<file path="config.mk">
export PLATFORM = sky130hd
export DESIGN_NAME = hex_integer_parser_flat
export DESIGN_NICKNAME = d
export VERILOG_FILES = /design/src/hdl/hip_pkg.sv /design/src/hdl/hip_in_if.sv /design/src/hdl/hip_out_if.sv /design/src/hdl/hip_step.sv /design/src/hdl/hex_integer_parser.sv /design/src/flat_wrapper.sv
export SDC_FILE = /design/constraint.sdc
export NUM_CORES = 1
export LEC_CHECK = 0
export ABC_AREA = 1
export BUFFER_PORTS_ARGS = -buffer_cell sky130_fd_sc_hd__buf_2
export CORE_MARGIN = 3
export CORE_UTILIZATION = 45
export CTS_CLUSTER_SIZE = 10
export DETAILED_ROUTE_END_ITERATION = 12
export PLACE_DENSITY_LB_ADDON = 0.25
export SLEW_MARGIN = 20
export SYNTH_ARGS = -nofsm -noshare
export SYNTH_HDL_FRONTEND = slang
export SYNTH_SLANG_ARGS = --single-unit
</file>
<file path="constraint.sdc">
create_clock -name clk -period 7.65 [get_ports clk]
set_clock_uncertainty 0.1 [all_clocks]
set_input_delay 0 -clock clk [delete_from_list [all_inputs] [get_ports clk]]
set_output_delay 0 -clock clk [all_outputs]
set_load 0.03 [all_outputs]
</file>
<file path="src/hdl/hip_pkg.sv">
`default_nettype none
// ----------------------------------------------------------------------------
// hip_pkg
// Types, character codes and status codes shared by the hex integer parser.
// ----------------------------------------------------------------------------
package hip_pkg;

	localparam int DIGIT_BITS = 5;

	typedef enum logic [3:0] {
		PH_IDLE   = 4'd0,
		PH_WHITE  = 4'd1,
		PH_BSL    = 4'd2,
		PH_HASH   = 4'd3,
		PH_AMP    = 4'd4,
		PH_AMPH   = 4'd5,
		PH_NEED   = 4'd6,
		PH_ZERO   = 4'd7,
		PH_DIGITS = 4'd8,
		PH_DONE   = 4'd9
	} phase_t;

	typedef enum logic [1:0] {
		RC_PEND = 2'd0,
		RC_OK   = 2'd1,
		RC_FAIL = 2'd2,
		RC_OVF  = 2'd3
	} outcome_t;

	localparam logic [1:0] STATUS_OK   = 2'd0;
	localparam logic [1:0] STATUS_FAIL = 2'd1;
	localparam logic [1:0] STATUS_OVF  = 2'd2;

	localparam logic [7:0] CH_SPACE  = 8'h20;
	localparam logic [7:0] CH_TAB    = 8'h09;
	localparam logic [7:0] CH_CR     = 8'h0D;
	localparam logic [7:0] CH_LF     = 8'h0A;
	localparam logic [7:0] CH_DOLLAR = 8'h24;
	localparam logic [7:0] CH_LOW_X  = 8'h78;
	localparam logic [7:0] CH_UP_X   = 8'h58;
	localparam logic [7:0] CH_BSL    = 8'h5C;
	localparam logic [7:0] CH_HASH   = 8'h23;
	localparam logic [7:0] CH_AMP    = 8'h26;
	localparam logic [7:0] CH_ZERO   = 8'h30;
	localparam logic [7:0] CH_LOW_U  = 8'h75;

	localparam logic [4:0] HEX_NONE = 5'd16;

	typedef struct packed {
		phase_t                  phase;
		logic [63:0]             acc;
		logic [DIGIT_BITS-1:0]   digits;
	} core_t;

	typedef struct packed {
		logic [1:0]  status;
		logic [63:0] value;
		logic [15:0] read_count;
	} result_t;

	function automatic logic [4:0] hex_value(input logic [7:0] c);
		logic [4:0] d;
		d = HEX_NONE;
		if (c >= 8'h30 && c <= 8'h39) begin
			d = 5'(c - 8'h30);
		end else if (c >= 8'h61 && c <= 8'h66) begin
			d = 5'(c - 8'h61 + 8'd10);
		end else if (c >= 8'h41 && c <= 8'h46) begin
			d = 5'(c - 8'h41 + 8'd10);
		end
		return d;
	endfunction

	function automatic logic is_x(input logic [7:0] c);
		return (c == CH_LOW_X) || (c == CH_UP_X);
	endfunction

endpackage
`default_nettype wire

</file>
<file path="src/hdl/hip_in_if.sv">
`default_nettype none
// ----------------------------------------------------------------------------
// hip_in_if
// Character channel: one byte per request with first and last marks.
// ----------------------------------------------------------------------------
interface hip_in_if;
	logic       valid;
	logic       ready;
	logic [7:0] ch;
	logic       first;
	logic       last;

	modport source (output valid, ch, first, last, input ready);
	modport sink (input valid, ch, first, last, output ready);
endinterface
`default_nettype wire

</file>
<file path="src/hdl/hip_out_if.sv">
`default_nettype none
// ----------------------------------------------------------------------------
// hip_out_if
// Result channel: status, value and character count per request.
// ----------------------------------------------------------------------------
interface hip_out_if;
	logic        valid;
	logic        ready;
	logic [1:0]  status;
	logic [63:0] value;
	logic [15:0] read_count;

	modport source (output valid, status, value, read_count, input ready);
	modport sink (input valid, status, value, read_count, output ready);
endinterface
`default_nettype wire

</file>
<file path="src/hdl/hip_step.sv">
`default_nettype none
// ----------------------------------------------------------------------------
// hip_step
// Next-state and result logic for one character of the parse.
// ----------------------------------------------------------------------------
module hip_step #(
	parameter int COUNT_BITS = 16,
	parameter int MAX_DIGITS = 16
) (
	input  wire hip_pkg::core_t  cur,
	input  wire [COUNT_BITS-1:0] cur_count,
	input  wire [7:0]            ch,
	input  wire                  first,
	input  wire                  last,
	output hip_pkg::core_t       nxt,
	output logic [COUNT_BITS-1:0] nxt_count,
	output logic                 emit,
	output hip_pkg::result_t     res
);

	always_comb begin
		hip_pkg::core_t    st;
		logic [COUNT_BITS-1:0] cnt;
		hip_pkg::outcome_t r;
		logic              do_bump;
		logic              do_take;
		logic              need;
		logic              zero_mark;
		logic [4:0]        d;
		logic [31:0]       cnt_w;

		st        = cur;
		cnt       = cur_count;
		r         = hip_pkg::RC_PEND;
		do_bump   = 1'b0;
		do_take   = 1'b0;
		need      = 1'b0;
		zero_mark = 1'b0;
		d         = hip_pkg::hex_value(ch);
		emit      = 1'b0;

		if (first) begin
			st.phase  = hip_pkg::PH_WHITE;
			st.acc    = 64'd0;
			st.digits = '0;
			cnt       = '0;
		end

		if (st.phase != hip_pkg::PH_IDLE && st.phase != hip_pkg::PH_DONE) begin
			case (st.phase)
				hip_pkg::PH_WHITE: begin
					if (ch == hip_pkg::CH_SPACE || ch == hip_pkg::CH_TAB ||
					    ch == hip_pkg::CH_CR || ch == hip_pkg::CH_LF) begin
						do_bump = 1'b1;
					end else if (ch == hip_pkg::CH_DOLLAR || hip_pkg::is_x(ch)) begin
						do_bump  = 1'b1;
						st.phase = hip_pkg::PH_NEED;
					end else if (ch == hip_pkg::CH_BSL) begin
						do_bump  = 1'b1;
						st.phase = hip_pkg::PH_BSL;
					end else if (ch == hip_pkg::CH_HASH) begin
						do_bump  = 1'b1;
						st.phase = hip_pkg::PH_HASH;
					end else if (ch == hip_pkg::CH_AMP) begin
						do_bump  = 1'b1;
						st.phase = hip_pkg::PH_AMP;
					end else if (ch == hip_pkg::CH_ZERO) begin
						do_take   = 1'b1;
						zero_mark = 1'b1;
					end else begin
						need = 1'b1;
					end
				end
				hip_pkg::PH_BSL: begin
					if (ch == hip_pkg::CH_LOW_U) begin
						do_bump  = 1'b1;
						st.phase = hip_pkg::PH_NEED;
					end else begin
						r = hip_pkg::RC_FAIL;
					end
				end
				hip_pkg::PH_HASH: begin
					if (ch == hip_pkg::CH_DOLLAR || hip_pkg::is_x(ch)) begin
						do_bump  = 1'b1;
						st.phase = hip_pkg::PH_NEED;
					end else begin
						need = 1'b1;
					end
				end
				hip_pkg::PH_AMP: begin
					if (ch == hip_pkg::CH_HASH) begin
						do_bump  = 1'b1;
						st.phase = hip_pkg::PH_AMPH;
					end else begin
						r = hip_pkg::RC_FAIL;
					end
				end
				hip_pkg::PH_AMPH: begin
					if (hip_pkg::is_x(ch)) begin
						do_bump  = 1'b1;
						st.phase = hip_pkg::PH_NEED;
					end else begin
						r = hip_pkg::RC_FAIL;
					end
				end
				hip_pkg::PH_NEED: begin
					need = 1'b1;
				end
				hip_pkg::PH_ZERO: begin
					if (hip_pkg::is_x(ch)) begin
						do_bump  = 1'b1;
						st.phase = hip_pkg::PH_NEED;
					end else if (d == hip_pkg::HEX_NONE) begin
						r = hip_pkg::RC_OK;
					end else begin
						do_take = 1'b1;
					end
				end
				default: begin
					if (d == hip_pkg::HEX_NONE) begin
						r = hip_pkg::RC_OK;
					end else begin
						do_take = 1'b1;
					end
				end
			endcase

			if (need) begin
				if (d == hip_pkg::HEX_NONE) begin
					r = hip_pkg::RC_FAIL;
				end else begin
					do_take = 1'b1;
				end
			end

			if (do_take) begin
				if (st.digits != '0 || d != 5'd0) begin
					if (st.digits >= hip_pkg::DIGIT_BITS'(MAX_DIGITS)) begin
						r = hip_pkg::RC_OVF;
					end else begin
						st.acc    = {st.acc[59:0], d[3:0]};
						st.digits = st.digits + 1'b1;
					end
				end
				if (r != hip_pkg::RC_OVF) begin
					do_bump  = 1'b1;
					st.phase = zero_mark ? hip_pkg::PH_ZERO : hip_pkg::PH_DIGITS;
				end
			end

			if (do_bump && cnt != {COUNT_BITS{1'b1}}) begin
				cnt = cnt + 1'b1;
			end

			if (r == hip_pkg::RC_PEND && last) begin
				r = (st.phase == hip_pkg::PH_DIGITS || st.phase == hip_pkg::PH_ZERO) ?
				    hip_pkg::RC_OK : hip_pkg::RC_FAIL;
			end

			if (r != hip_pkg::RC_PEND) begin
				emit     = 1'b1;
				st.phase = hip_pkg::PH_DONE;
			end
		end

		cnt_w = 32'(cnt);
		nxt       = st;
		nxt_count = cnt;
		if (r == hip_pkg::RC_OK) begin
			res.status     = hip_pkg::STATUS_OK;
			res.value      = st.acc;
			res.read_count = (cnt_w > 32'h0000_FFFF) ? 16'hFFFF : cnt_w[15:0];
		end else begin
			res.status     = (r == hip_pkg::RC_OVF) ? hip_pkg::STATUS_OVF : hip_pkg::STATUS_FAIL;
			res.value      = 64'd0;
			res.read_count = 16'd0;
		end
	end

endmodule
`default_nettype wire

</file>
<file path="src/hdl/hex_integer_parser.sv">
`default_nettype none
// ----------------------------------------------------------------------------
// hex_integer_parser
// Streaming parser of ASCII hex strings into 64-bit values.
// ----------------------------------------------------------------------------
// Usage
//   chars   : one character per request, with first and last marks. A
//             request with first set starts a new string and drops any
//             unfinished one. Characters outside a string are ignored.
//   results : one request per finished string: status (0 ok, 1 no digit or bad
//             prefix, 2 overflow), value and characters consumed.
//   Path    : an accepted character is registered in the input register and
//             evaluated there; its result, if any, goes to the result register.
//   Rate    : one character per cycle while no result waits; the work per
//             character is one shift-or of the 64-bit accumulator and a count
//             increment between the input register and the result register.
//   Reset   : arst_n clears the parse state to idle and empties both
//             registers; the first string may start at the next edge.
//   Stall   : while a result waits on results.ready the held character
//             and the parse state stand still and chars.ready drops once
//             the input register is also full.
// ----------------------------------------------------------------------------
module hex_integer_parser #(
	parameter int COUNT_BITS = 16,
	parameter int MAX_DIGITS = 16
) (
	input  wire       clk,
	input  wire       arst_n,
	hip_in_if.sink    chars,
	hip_out_if.source results
);

	logic                  valid_s1;
	logic [7:0]            ch_s1;
	logic                  first_s1;
	logic                  last_s1;

	hip_pkg::core_t        core_q;
	logic [COUNT_BITS-1:0] count_q;

	logic                  out_valid_q;
	hip_pkg::result_t      res_q;

	hip_pkg::core_t        core_d;
	logic [COUNT_BITS-1:0] count_d;
	logic                  emit;
	hip_pkg::result_t      res_d;
	logic                  advance;

	assign advance     = !out_valid_q || results.ready;
	assign chars.ready = !valid_s1 || advance;

	hip_step #(
		.COUNT_BITS(COUNT_BITS),
		.MAX_DIGITS(MAX_DIGITS)
	) u_step (
		.cur      (core_q),
		.cur_count(count_q),
		.ch       (ch_s1),
		.first    (first_s1),
		.last     (last_s1),
		.nxt      (core_d),
		.nxt_count(count_d),
		.emit     (emit),
		.res      (res_d)
	);

	always_ff @(posedge clk or negedge arst_n) begin
		if (!arst_n) begin
			valid_s1 <= 1'b0;
		end else if (chars.ready) begin
			valid_s1 <= chars.valid;
		end
	end

	always_ff @(posedge clk) begin
		if (chars.valid && chars.ready) begin
			ch_s1    <= chars.ch;
			first_s1 <= chars.first;
			last_s1  <= chars.last;
		end
	end

	always_ff @(posedge clk or negedge arst_n) begin
		if (!arst_n) begin
			core_q.phase  <= hip_pkg::PH_IDLE;
			core_q.acc    <= 64'd0;
			core_q.digits <= '0;
			count_q       <= '0;
		end else if (valid_s1 && advance) begin
			core_q  <= core_d;
			count_q <= count_d;
		end
	end

	always_ff @(posedge clk or negedge arst_n) begin
		if (!arst_n) begin
			out_valid_q <= 1'b0;
		end else begin
			if (results.ready) begin
				out_valid_q <= 1'b0;
			end
			if (valid_s1 && advance && emit) begin
				out_valid_q <= 1'b1;
			end
		end
	end

	always_ff @(posedge clk) begin
		if (valid_s1 && advance && emit) begin
			res_q <= res_d;
		end
	end

	assign results.valid      = out_valid_q;
	assign results.status     = res_q.status;
	assign results.value      = res_q.value;
	assign results.read_count = res_q.read_count;

`ifndef SYNTHESIS
	a_fail_clears_payload: assert property (@(posedge clk) disable iff (!arst_n)
		(out_valid_q && res_q.status != hip_pkg::STATUS_OK) |->
		(res_q.value == 64'd0 && res_q.read_count == 16'd0))
		else $error("failed result carries a non-zero payload");

	a_emit_ends_string: assert property (@(posedge clk) disable iff (!arst_n)
		(valid_s1 && advance && emit) |=> (core_q.phase == hip_pkg::PH_DONE))
		else $error("string not closed after its result");

	a_stall_only_when_full: assert property (@(posedge clk) disable iff (!arst_n)
		!chars.ready |-> (valid_s1 && out_valid_q && !results.ready))
		else $error("input stalled without a full pipeline");

	a_digit_bound: assert property (@(posedge clk) disable iff (!arst_n)
		core_q.digits <= hip_pkg::DIGIT_BITS'(MAX_DIGITS))
		else $error("digit count beyond limit");
`endif

endmodule
`default_nettype wire

</file>
<file path="src/flat_wrapper.sv">
// flat-port wrapper written by rule: the top's interface ports become plain ports
module hex_integer_parser_flat 
#(
	parameter int COUNT_BITS = 16,
	parameter int MAX_DIGITS = 16
)
  (clk, arst_n, chars_valid, chars_ch, chars_first, chars_last, chars_ready, results_valid, results_status, results_value, results_read_count, results_ready);
  hip_in_if chars_i ();
  hip_out_if results_i ();
  input  wire clk;
  input  wire arst_n;
  input wire logic [$bits(chars_i.valid)-1:0] chars_valid;
  input wire logic [$bits(chars_i.ch)-1:0] chars_ch;
  input wire logic [$bits(chars_i.first)-1:0] chars_first;
  input wire logic [$bits(chars_i.last)-1:0] chars_last;
  output wire logic [$bits(chars_i.ready)-1:0] chars_ready;
  output wire logic [$bits(results_i.valid)-1:0] results_valid;
  output wire logic [$bits(results_i.status)-1:0] results_status;
  output wire logic [$bits(results_i.value)-1:0] results_value;
  output wire logic [$bits(results_i.read_count)-1:0] results_read_count;
  input wire logic [$bits(results_i.ready)-1:0] results_ready;
  assign chars_i.valid = chars_valid;
  assign chars_i.ch = chars_ch;
  assign chars_i.first = chars_first;
  assign chars_i.last = chars_last;
  assign chars_ready = chars_i.ready;
  assign results_valid = results_i.valid;
  assign results_status = results_i.status;
  assign results_value = results_i.value;
  assign results_read_count = results_i.read_count;
  assign results_i.ready = results_ready;
  hex_integer_parser #(.COUNT_BITS(COUNT_BITS), .MAX_DIGITS(MAX_DIGITS)) u_core (.clk(clk), .arst_n(arst_n), .chars(chars_i), .results(results_i));
endmodule
</file>
==> results of run 1 <==
[cell usage after synthesis (all sizes together) (2+ instances only)]
cell type | instances | share of area, %
a21boi | 2 | 0.15
ha | 7 | 0.88
nor3b | 3 | 0.23
clkbuf | 32 | 1.2
buf | 23 | 1.9
inv | 201 | 7.6
xor2 | 16 | 1.4
o22ai | 6 | 0.44
nand4 | 12 | 0.91
a21oi | 14 | 0.74
nor3 | 13 | 0.82
edfxtp | 92 | 28
nor2 | 224 | 11
nand3 | 49 | 2.9
dfrtp | 91 | 23
nand2 | 227 | 9.0
a31oi | 3 | 0.19
o211ai | 2 | 0.15
o21ai | 181 | 9.4
[critical path: stages (launching register included)]
cell and delay [ps]:
edfxtp_1 400, inv_2 260, nand2_1 200, nand2_4 170, nor3_1 80, nor2_2 750, inv_2 220, nor2_2 170
nand2_2 80, nor2_4 70, buf_4 430, clkinv_2 820, o21ai_0 560, inv_1 90, nor2_2 100
[metrics by stage]
step	power (mW)	utilization (%)
2_1_floorplan	2.46	-
3_3_place_gp	2.71	49.3
3_5_place_dp	2.73	49.3
4_1_cts	3.65	52.9
5_1_grt	3.84	52.9
6_report	3.62	52.9
[power groups by stage]
stage	registers [mW]	clock network (mW)	logic, mW
6_report	1.42	0.911	1.28
5_1_grt	1.45	0.967	1.43
3_5_place_dp	1.44	0	1.28
3_3_place_gp	1.44	0	1.27
2_1_floorplan	1.69	0	0.773
4_1_cts	1.43	0.928	1.30
[final cells by class]
type                       count  share of cell area [%]
clock inverter                13                    1.45
multi-input combinational    768                    34.1
inverter                     201                    6.68
clock buffer                  19                    4.01
timing repair buffer         119                    6.11
tap                          275                    3.04
sequential                   183                    44.6
[state kept, by name, indices dropped and copies added, names as in the netlist]
name	flops
u_core.results.value	64
u_core.valid_s1	1
u_core.core_q	73
u_core.results.valid	1
u_core.results.status	2
u_core.results.read_count	16
u_core.count_q	16
u_core.last_s1	1
u_core.first_s1	1
u_core.ch_s1	8
[layer usage]
metal	GRT usage, %	vias to the layer above
met4	5.17	0
met1	25.8	3593
met3	2.60	21
met2	30.1	173
met5	0	-
li1	-	3996
[how the worst max path moves through the flow]
stage / to / depth (start not counted) / start / slack (ps)
2_1_floorplan: u_core.results.read_count[0] / 18 / u_core.ch_s1[0] / 1610
3_3_place_gp: u_core.results.value[11] / 14 / u_core.first_s1 / 3340
3_5_place_dp: u_core.results.value[11] / 14 / u_core.first_s1 / 3370
4_1_cts: u_core.results.value[32] / 15 / u_core.first_s1 / 3320
5_1_grt: u_core.results.value[32] / 15 / u_core.first_s1 / 2490
6_report: u_core.results.value[11] / 14 / u_core.first_s1 / 2970
[placed cells by master (no fill, tap or decap), types with 2 or more instances in the layout]
| cell type | Yosys | routed |
|---|---|---|
| nor2_1 | 149 | 148 |
| o211ai_1 | 2 | 2 |
| dlygate4sd3_1 | 0 | 15 |
| buf_2 | 5 | 96 |
| dfrtp_1 | 91 | 91 |
| a21boi_0 | 2 | 2 |
| inv_6 | 0 | 3 |
| o21ai_1 | 47 | 47 |
| clkbuf_8 | 0 | 2 |
| nand3_2 | 3 | 3 |
| ha_1 | 7 | 7 |
| clkinv_4 | 0 | 3 |
| inv_1 | 179 | 178 |
| nand3_1 | 44 | 44 |
| a21oi_1 | 13 | 13 |
| o22ai_1 | 5 | 5 |
| bufinv_16 | 0 | 2 |
| nand3_4 | 2 | 2 |
| nor2_4 | 3 | 4 |
| nor3b_1 | 3 | 3 |
| o21ai_0 | 125 | 125 |
| nand2_2 | 6 | 7 |
| inv_2 | 22 | 22 |
| buf_4 | 2 | 8 |
| nor2_2 | 70 | 70 |
| clkbuf_16 | 0 | 17 |
| clkinv_2 | 0 | 2 |
| xor2_1 | 16 | 16 |
| nand2_4 | 4 | 4 |
| inv_8 | 0 | 2 |
| nor3_1 | 11 | 11 |
| o21ai_2 | 9 | 9 |
| nand2_1 | 217 | 216 |
| nor2_8 | 2 | 2 |
| nand4_1 | 11 | 11 |
| a31oi_1 | 3 | 3 |
| edfxtp_1 | 92 | 92 |
[what timing repair did]
| item | CTS | global route |
|---|---|---|
| hold endpoints to repair | 51 | 0 |
| setup endpoints to repair | 0 | 0 |
| gates resized for setup | 0 | 0 |
| hold buffers | 15 | 0 |
[logic make-up after synthesis]
kind of cell	synth area share [%]
adders and majority gates	0.880
DFF	50.6
buffers and inverters	10.7
and+or+nand+nor	24.8
AOI/OAI and AO/OA	11.5
xor gates and xnor gates	1.41
==> impl_metrics.csv, run 1 <==
group,metric,value,unit
clock_tree,cts.htree.levels,4,
clock_tree,post_cts_buffers,0,
grt,grt_usage,18.4,%
synth,syn_inst,1207,
synth,synth_cell_types,47,
sta,max_freq,214,MHz
power_and_ir_drop,switching_share,40.9,%
worst_setup_path,r2r-start,"u_core.first_s1",
detailed_routing,top_layer,"met4",
layout,fin_nets,1311,
layout,syn_to_final_growth,13.6,%
clock_tree,numCtsBuffers,17,
placed_design,dp_hpwl,14300,um
synth,syn_area,9950,um^2
floorplan,design.core.area,21400,um^2
worst_setup_path,worstRegToRegCells,14,
clock_tree,clk_pin_slew,70,ps
clock_tree,clockBufferDepth,2,
layout,seq_area,5040,um^2
sta,final.setup.worst_slack,2970,ps
synth,synth_edf_count,92,
worst_setup_path,crit_required,7840,ps
floorplan,dieHeight,155,um
floorplan,dieArea,23900,um^2
worst_setup_path,critPathCaptureType,"register",
worst_setup_path,critPathMaxFanout,67,
outcome,status,"finished with violations",
layout,multi_input_area,3860,um^2
floorplan,ios,98,
synth,ys_seq_area_share,50.6,%
detailed_routing,drt-initial-drc-count,607,
layout,fin_cells,1578,
worst_setup_path,cp-start-kind,"register",
grt,grt_overflow,0,
floorplan,die_x,155,um
grt,grt_pass1_vias,7533,
sta,setup_viol,0,
layout,drive_above_1_share,20.4,%
layout,design_area,11300,um^2
clock_tree,cts_sinks,183,
placed_design,place_area,10500,um^2
clock_tree,clkLatencyLatePin,430,ps
power_and_ir_drop,p_sw,1.48,mW
grt,antenna_found_initial,0,
placed_design,portBuffers,97,
min_path,min_path_type,"primary input to asynchronous set/reset pin",
worst_setup_path,crit_arrival,4870,ps
power_and_ir_drop,sequentialPowerShare,39.4,%
worst_setup_path,reg2reg_to,"u_core.results.value[11]",
detailed_routing,wirelength,21600,um
sta,fin_crit,4680,ps
detailed_routing,wl_met3,832,um
sta,rsz0062_at_grt,"false",
worst_setup_path,reg2reg_slack,2970,ps
synth,ys_ff_latch,183,
power_and_ir_drop,irDropWorstVdd,0.000247,V
sta,drv_slew,0,
sta,hold_ws,-15.3,ps
sta,finalCritPeriodShare,61.1,%
detailed_routing,vias_per_cell,4.93,
synth,ys.flop_type,"edfxtp_1",
clock_tree,cts_tree,"built",
synth,avgSynthCellArea,8.25,um^2
detailed_routing,vias,7783,
detailed_routing,drtPass1Iterations,5,
detailed_routing,ant_nets,0,
layout,fill_cells,2037,
power_and_ir_drop,clockPowerShare,25.2,%
detailed_routing,drc,0,
detailed_routing,wl_met2,10200,um
sta,tightest_slew,1050,ps
sta,maxSlewHeadroom,30.1,%
detailed_routing,met1_length,10300,um
floorplan,num_rows,53,
floorplan,initial_core_util,46.6,%
placed_design,place_inst,1531,
outcome,violations,"hold timing",
detailed_routing,routedWlPerCell,13.7,um
power_and_ir_drop,p_comb_share,35.4,%
placed_design,place_ws,3370,ps
sta,hold_viol,3,
clock_tree,cts-root-buf,"clkbuf_16",
placed_design,gp_congestion,0.904,
synth,async_flop_share,49.7,%
synth,yosys_warnings,0,
layout,antennaDiodeCount,0,
power_and_ir_drop,p_per_area,320,nW/um^2
power_and_ir_drop,p_int,2.14,mW
grt,grt_max_degree,105,
grt,grt_pass1_wl,36700,um
flow_run,cap_violations,0,
power_and_ir_drop,p_leak,4.58,nW
synth,syn_nets,1228,
sta,tns,0,ps
worst_setup_path,path_class,"register to register",
(Power assumes the default switching activity.)
==> inputs of run 2 (changes only) <==
==> constraint.sdc (replaced) <==
create_clock -name clk -period 4.3 [get_ports clk]
set_clock_uncertainty 0.1 [all_clocks]
set_input_delay 0 -clock clk [delete_from_list [all_inputs] [get_ports clk]]
set_output_delay 0 -clock clk [all_outputs]
set_load 0.03 [all_outputs]
==> impl_metrics.csv, run 2 (synthesized netlist as in run 1, its figures left out) <==
group,metric,value,unit
worst_setup_path,critical_path.most_common_cell,"nand2_1",
worst_setup_path,path_class,"register to register",
power_and_ir_drop,p_int,3.72,mW
power_and_ir_drop,p_comb_share,36.6,%
clock_tree,hold_buffers,15,
sta,hold_ws,32.4,ps
sta,setup_viol,0,
power_and_ir_drop,p_sw,2.62,mW
worst_setup_path,r2r-start,"u_core.ch_s1[0]",
layout,design_area,11300,um^2
clock_tree,post_cts_buffers,0,
sta,tns,0,ps
detailed_routing,routedWlPerCell,13.3,um
worst_setup_path,cp-start-kind,"register",
layout,fin_nets,1314,
floorplan,num_rows,53,
layout,fin_cells,1581,
layout,largest_reg_flops,73,
worst_setup_path,cp_num_buf_inv,4,
worst_setup_path,slowest_delay,450,ps
layout,syn_to_final_growth,13.8,%
clock_tree,clkLatencyLatePin,430,ps
placed_design,place_inst,1534,
worst_setup_path,endpoint,"u_core.results.value[40]",
worst_setup_path,critical_path.cell_chain,"inv_1 > ha_1 > nand2_2 > nor2_1 > nor2_2 > nand3_1 > nand2_1 > nand2_1 > nand2_1 > inv_1 > nand3_4 > nand3_4 > nand2_1 > nand2_1 > inv_1 > nand3_1 > nand3_2 > nand4_4 > buf_12 > nor2_1",
grt,grt_max_degree,105,
grt,antenna_found_initial,0,
clock_tree,cts.htree.levels,4,
detailed_routing,wirelength,21100,um
detailed_routing,drt-initial-drc-count,589,
layout,layout_commonest_cell,"nand2_1",
power_and_ir_drop,clockPowerShare,23.9,%
detailed_routing,drtPass1Iterations,5,
layout,antennaDiodeCount,0,
power_and_ir_drop,p_per_area,560,nW/um^2
sta,rsz0062_at_grt,"false",
power_and_ir_drop,sequentialPowerShare,39.6,%
detailed_routing,ant_nets,0,
worst_setup_path,worstRegToRegCells,20,
power_and_ir_drop,p_leak,4.59,nW
floorplan,die_x,155,um
outcome,status,"finished clean",
clock_tree,cts_resized,0,
detailed_routing,vias_per_cell,4.88,
worst_setup_path,critPathCaptureType,"register",
floorplan,initial_core_util,46.6,%
placed_design,place_area,10600,um^2
sta,final.setup.worst_slack,876,ps
clock_tree,numCtsBuffers,17,
clock_tree,cts-root-buf,"clkbuf_16",
sta,hold_viol,0,
detailed_routing,drc,0,
worst_setup_path,crit_family,"simple AND/OR/NAND/NOR gates",
power_and_ir_drop,finalPower,6.35,mW
grt,grt_usage,18.2,%
power_and_ir_drop,switching_share,41.3,%
layout,regMostFlops,"u_core.core_q",
placed_design,gp_congestion,0.893,
layout,final_cell_mix,"nand2_1 (216), inv_1 (178), nor2_1 (148)",
min_path,min_path_type,"primary input to asynchronous set/reset pin",
sta,finalCritPeriodShare,79.6,%
worst_setup_path,crit_start,"u_core.ch_s1[0]",
clock_tree,cts_sinks,183,
placed_design,place_ws,896,ps
sta,maxSlewHeadroom,43.3,%
worst_setup_path,reg2reg_slack,880,ps
sta,fin_crit,3420,ps
grt,grt_pass1_vias,7387,
placed_design,dp_hpwl,14200,um
floorplan,design.core.area,21400,um^2
worst_setup_path,path_depth,20,
worst_setup_path,critPathMaxFanout,65,
floorplan,ios,98,
clock_tree,cts_tree,"built",
worst_setup_path,crit_slowest_cell,"edfxtp_1",
placed_design,portBuffers,97,
detailed_routing,vias,7712,
clock_tree,clk_pin_slew,70,ps
grt,grt_overflow,0,
clock_tree,clockBufferDepth,2,
sta,tightest_slew,851,ps
worst_setup_path,crit_required,4370,ps
flow_run,cap_violations,0,
worst_setup_path,crit_arrival,3490,ps
layout,drive_above_1_share,20.5,%
worst_setup_path,reg2reg_to,"u_core.results.value[40]",
floorplan,dieHeight,155,um
layout,utilization,53.1,%
power_and_ir_drop,irDropWorstVdd,0.000521,V
sta,drv_slew,0,
sta,max_freq,292,MHz
grt,grt_pass1_wl,36000,um
floorplan,dieArea,23900,um^2
==> run 2: changes by cell type in the layout (fill, tap and decap cells not counted), sizes merged <==
| cell | delta |
|---|---|
| clkinv | -1 |
| buf | +3 |
| bufinv | -2 |
| clkinvlp | +2 |
| inv | +1 |
==> run 2: power by group through the flow <==
| stage | sequential, mW | clock (mW) | combinational, mW |
|---|---|---|---|
| finish | 2.51 | 1.51 | 2.32 |
| global route | 2.56 | 1.62 | 2.60 |
| CTS | 2.52 | 1.54 | 2.35 |
| detailed placement | 2.55 | 0 | 2.33 |
| global placement | 2.54 | 0 | 2.31 |
| floorplan | 2.97 | 0 | 1.38 |
==> run 2: per-layer routing <==
metal / part of all wire [%] / vias up / track usage, %
met5: 0 / - / 0
met4: 1.9 / 0 / 5.42
met3: 4.2 / 39 / 3.47
met2: 45 / 169 / 28.7
met1: 48 / 3501 / 25.7
li1: - / 4003 / -
==> run 2: cell type report <==
type | count | area [um^2]
inverters | 201 | 754
multi-input cells | 768 | 3860
clock inverters | 13 | 116
repair buffers | 122 | 763
well taps | 275 | 344
flip-flops and latches | 183 | 5040
fillers | 2000 | 10000
clock buffers | 19 | 453
==> run 2: worst min-delay path by stage <==
stage / slack, ps / startpoint / end
finish: 30 / arst_n / u_core.count_q[6]
detailed placement: -6 / arst_n / u_core.count_q[6]
global route: 100 / arst_n / u_core.count_q[0]
floorplan: -400 / arst_n / u_core.core_q[0]
CTS: 70 / arst_n / u_core.count_q[6]
global placement: -4 / arst_n / u_core.count_q[6]
==> run 2: worst reg2reg max path, delay by kind of cell (launching register included) <==
family,cells,cell delay (ps)
buffers and inverters,4,740
DFF,1,450
adders and majority gates,1,320
and+or+nand+nor,15,1560
==> inputs of run 3 (changes only) <==
--- a/config.mk
+++ b/config.mk
@@ -5,7 +5,7 @@
 export SDC_FILE = /design/constraint.sdc
 export NUM_CORES = 1
 export LEC_CHECK = 0
-export ABC_AREA = 1
+export ABC_AREA = 0
 export BUFFER_PORTS_ARGS = -buffer_cell sky130_fd_sc_hd__buf_2
 export CORE_MARGIN = 3
 export CORE_UTILIZATION = 45
==> constraint.sdc (replaced) <==
create_clock -name clk -period 2.9 [get_ports clk]
set_clock_uncertainty 0.1 [all_clocks]
set_input_delay 0 -clock clk [delete_from_list [all_inputs] [get_ports clk]]
set_output_delay 0 -clock clk [all_outputs]
set_load 0.03 [all_outputs]
==> impl_metrics.csv, run 3 <==
group,metric,value,unit
outcome,status,"finished with violations",
outcome,violations,"setup timing",
grt,grt_pass1_wl,33400,um
worst_setup_path,critPathMaxFanout,6,
placed_design,place_ws,-157,ps
synth,syn_nets,784,
layout,antennaDiodeCount,0,
floorplan,dieHeight,146,um
power_and_ir_drop,sequentialPowerShare,45.3,%
power_and_ir_drop,p_leak,4.56,nW
grt,grt_max_degree,72,
worst_setup_path,crit_arrival,3210,ps
sta,tightest_slew,956,ps
detailed_routing,drtPass1Iterations,5,
floorplan,design.core.area,19000,um^2
synth,ys_ff_latch,183,
floorplan,dieArea,21300,um^2
layout,final_cell_mix,"buf_2 (96), edfxtp_1 (92), dfrtp_1 (91)",
detailed_routing,routedWlPerCell,17.7,um
worst_setup_path,cp-start-kind,"register",
detailed_routing,ant_nets,0,
power_and_ir_drop,p_per_area,596,nW/um^2
synth,yosys_warnings,0,
grt,grt_overflow,0,
detailed_routing,drt-initial-drc-count,597,
synth,synth_cell_types,74,
synth,syn_inst,763,
synth,ys.flop_type,"edfxtp_1",
clock_tree,clockBufferDepth,2,
sta,maxSlewHeadroom,36.3,%
synth,synth-simple-area-share,15.1,%
grt,grt_pass1_vias,6568,
detailed_routing,drc,0,
synth,yosysTopAreaCell,"edfxtp_1",
worst_setup_path,critPathCaptureType,"register",
synth,synth_top_area_share,31.3,%
clock_tree,clkLatencyLatePin,430,ps
layout,layout_commonest_cell,"buf_2",
floorplan,die_x,146,um
floorplan,ios,98,
layout,syn_to_final_growth,31.2,%
sta,drv_slew,0,
layout,largest_reg_flops,73,
synth,synthTopCellsByCount,"edfxtp_1 (92), dfrtp_1 (91), nor2_1 (89)",
synth,avgSynthCellArea,11.6,um^2
synth,synth_edf_count,92,
detailed_routing,top_layer,"met4",
power_and_ir_drop,irDropWorstVdd,0.000422,V
synth,synthAdderAreaFrac,0.992,%
placed_design,gp_congestion,0.904,
worst_setup_path,reg2reg_slack,-60,ps
synth,synth_top_family_by_area,"compound AO/OA/AOI/OAI gates",
detailed_routing,vias_per_cell,5.65,
layout,regMostFlops,"u_core.core_q",
placed_design,place_inst,1150,
worst_setup_path,r2r-start,"u_core.ch_s1[4]",
placed_design,portBuffers,97,
power_and_ir_drop,p_sw,2.01,mW
floorplan,initial_core_util,46.4,%
floorplan,num_rows,50,
layout,drive_above_1_share,31.0,%
flow_run,cap_violations,0,
grt,grt_usage,19.0,%
clock_tree,cts.htree.levels,4,
worst_setup_path,path_class,"register to register",
placed_design,dp_hpwl,12900,um
synth,yosys-top-cells-area,"edfxtp_1 (31%), dfrtp_1 (26%), mux2i_1 (7.3%)",
clock_tree,clk_pin_slew,70,ps
sta,setup_viol,91,
synth,synth_compound_area_share,15.9,%
power_and_ir_drop,clockPowerShare,34.9,%
detailed_routing,wl_met2,10600,um
layout,utilization,60.9,%
worst_setup_path,reg2reg_to,"u_core.count_q[7]",
clock_tree,cts_tree,"built",
clock_tree,numCtsBuffers,17,
sta,final.setup.worst_slack,-61.6,ps
sta,fin_crit,2960,ps
grt,antenna_found_initial,0,
synth,syn_area,8830,um^2
power_and_ir_drop,p_comb_share,19.8,%
sta,max_freq,338,MHz
detailed_routing,wirelength,21700,um
layout,fin_cells,1223,
sta,finalCritPeriodShare,102,%
synth,ys_seq_area_share,57.1,%
clock_tree,cts_sinks,183,
clock_tree,cts-root-buf,"clkbuf_16",
min_path,min_path_type,"primary input to asynchronous set/reset pin",
power_and_ir_drop,p_int,4.90,mW
detailed_routing,vias,6905,
power_and_ir_drop,switching_share,29.1,%
detailed_routing,wl_met3,917,um
synth,async_flop_share,49.7,%
synth,synth_mux_area_share,7.51,%
worst_setup_path,crit_required,3150,ps
synth,synth_most_common_cell,"edfxtp_1",
worst_setup_path,worstRegToRegCells,10,
layout,fin_nets,971,
sta,hold_viol,0,
sta,rsz0062_at_grt,"true",
synth,synth-xor-area-share,0.397,%
detailed_routing,met1_length,9670,um
run 3: kinds of logic after synthesis:
kind of cell,count (synthesis)
buffers and inverters,62
AO/OA/AOI/OAI,178
flip-flops,183
adder cells (fa/ha/maj),7
multiplexers,66
XOR/XNOR,4
AND/OR/NAND/NOR,263
run 3: per-layer routing:
| layer | global-route usage (%) | vias to the layer above |
|---|---|---|
| met5 | 0 | - |
| met4 | 5.08 | 0 |
| met3 | 3.91 | 35 |
| met2 | 31.9 | 189 |
| met1 | 25.5 | 3412 |
| li1 | - | 3269 |
run 3: power by group through the flow:
stage	combinational [mW]	sequential (mW)	clock [mW]
6_report	1.37	3.13	2.41
5_1_grt	1.46	3.16	2.53
4_1_cts	1.28	3.12	2.43
3_5_place_dp	1.18	3.17	0
3_3_place_gp	1.17	3.17	0
2_1_floorplan	0.547	3.37	0
run 3: area by class of cell:
class                           instances  area (um^2)
Clock buffer                           20          447
Clock inverter                         12          163
Fill cell                            1564         7430
Inverter                               10         37.5
Multi-Input combinational cell        521         3800
Sequential cell                       183         5040
Tap cell                              260          325
Timing Repair Buffer                  217         1770
run 3: worst max path at each step:
| stage | startpoint | endpoint |
|---|---|---|
| 6_report | u_core.ch_s1[4] | u_core.count_q[7] |
| 5_1_grt | u_core.ch_s1[1] | u_core.results.value[30] |
| 4_1_cts | u_core.ch_s1[1] | u_core.results.value[42] |
| 3_5_place_dp | u_core.ch_s1[4] | u_core.count_q[2] |
| 3_3_place_gp | u_core.ch_s1[4] | u_core.count_q[2] |
| 2_1_floorplan | u_core.ch_s1[1] | u_core.results.read_count[0] |
run 3: critical path, stage by stage (launching register included):
cell and delay [ps]:
edfxtp_1 500, buf_6 150, nand3b_4 110, or3_4 380
o211a_2 160, nor3_4 220, a2bb2oi_4 100, buf_4 150
or3_4 380, or4_1 530, o211ai_1 100
run 3: stage by stage:
step	setup TNS, ps	hold WS [ps]	power [mW]	cell area (um^2)
final	-1480	171	6.90	11600
after global routing	-24960	177	7.16	11600
after detailed placement	-8800	78.1	4.36	10300
after floorplan	-117450	-396	3.92	8950
after CTS	-334	166	6.83	11300
after global placement	-2820	77.7	4.34	10300
run 3: timing repair:
item	4_1_cts	5_1_grt
buffers inserted	12	1
hold buffers	14	0
hold endpoints to repair	82	0
pin swaps	11	7
gates cloned	4	10
endpoints found under the setup margin	159	242
resized for setup	18	33
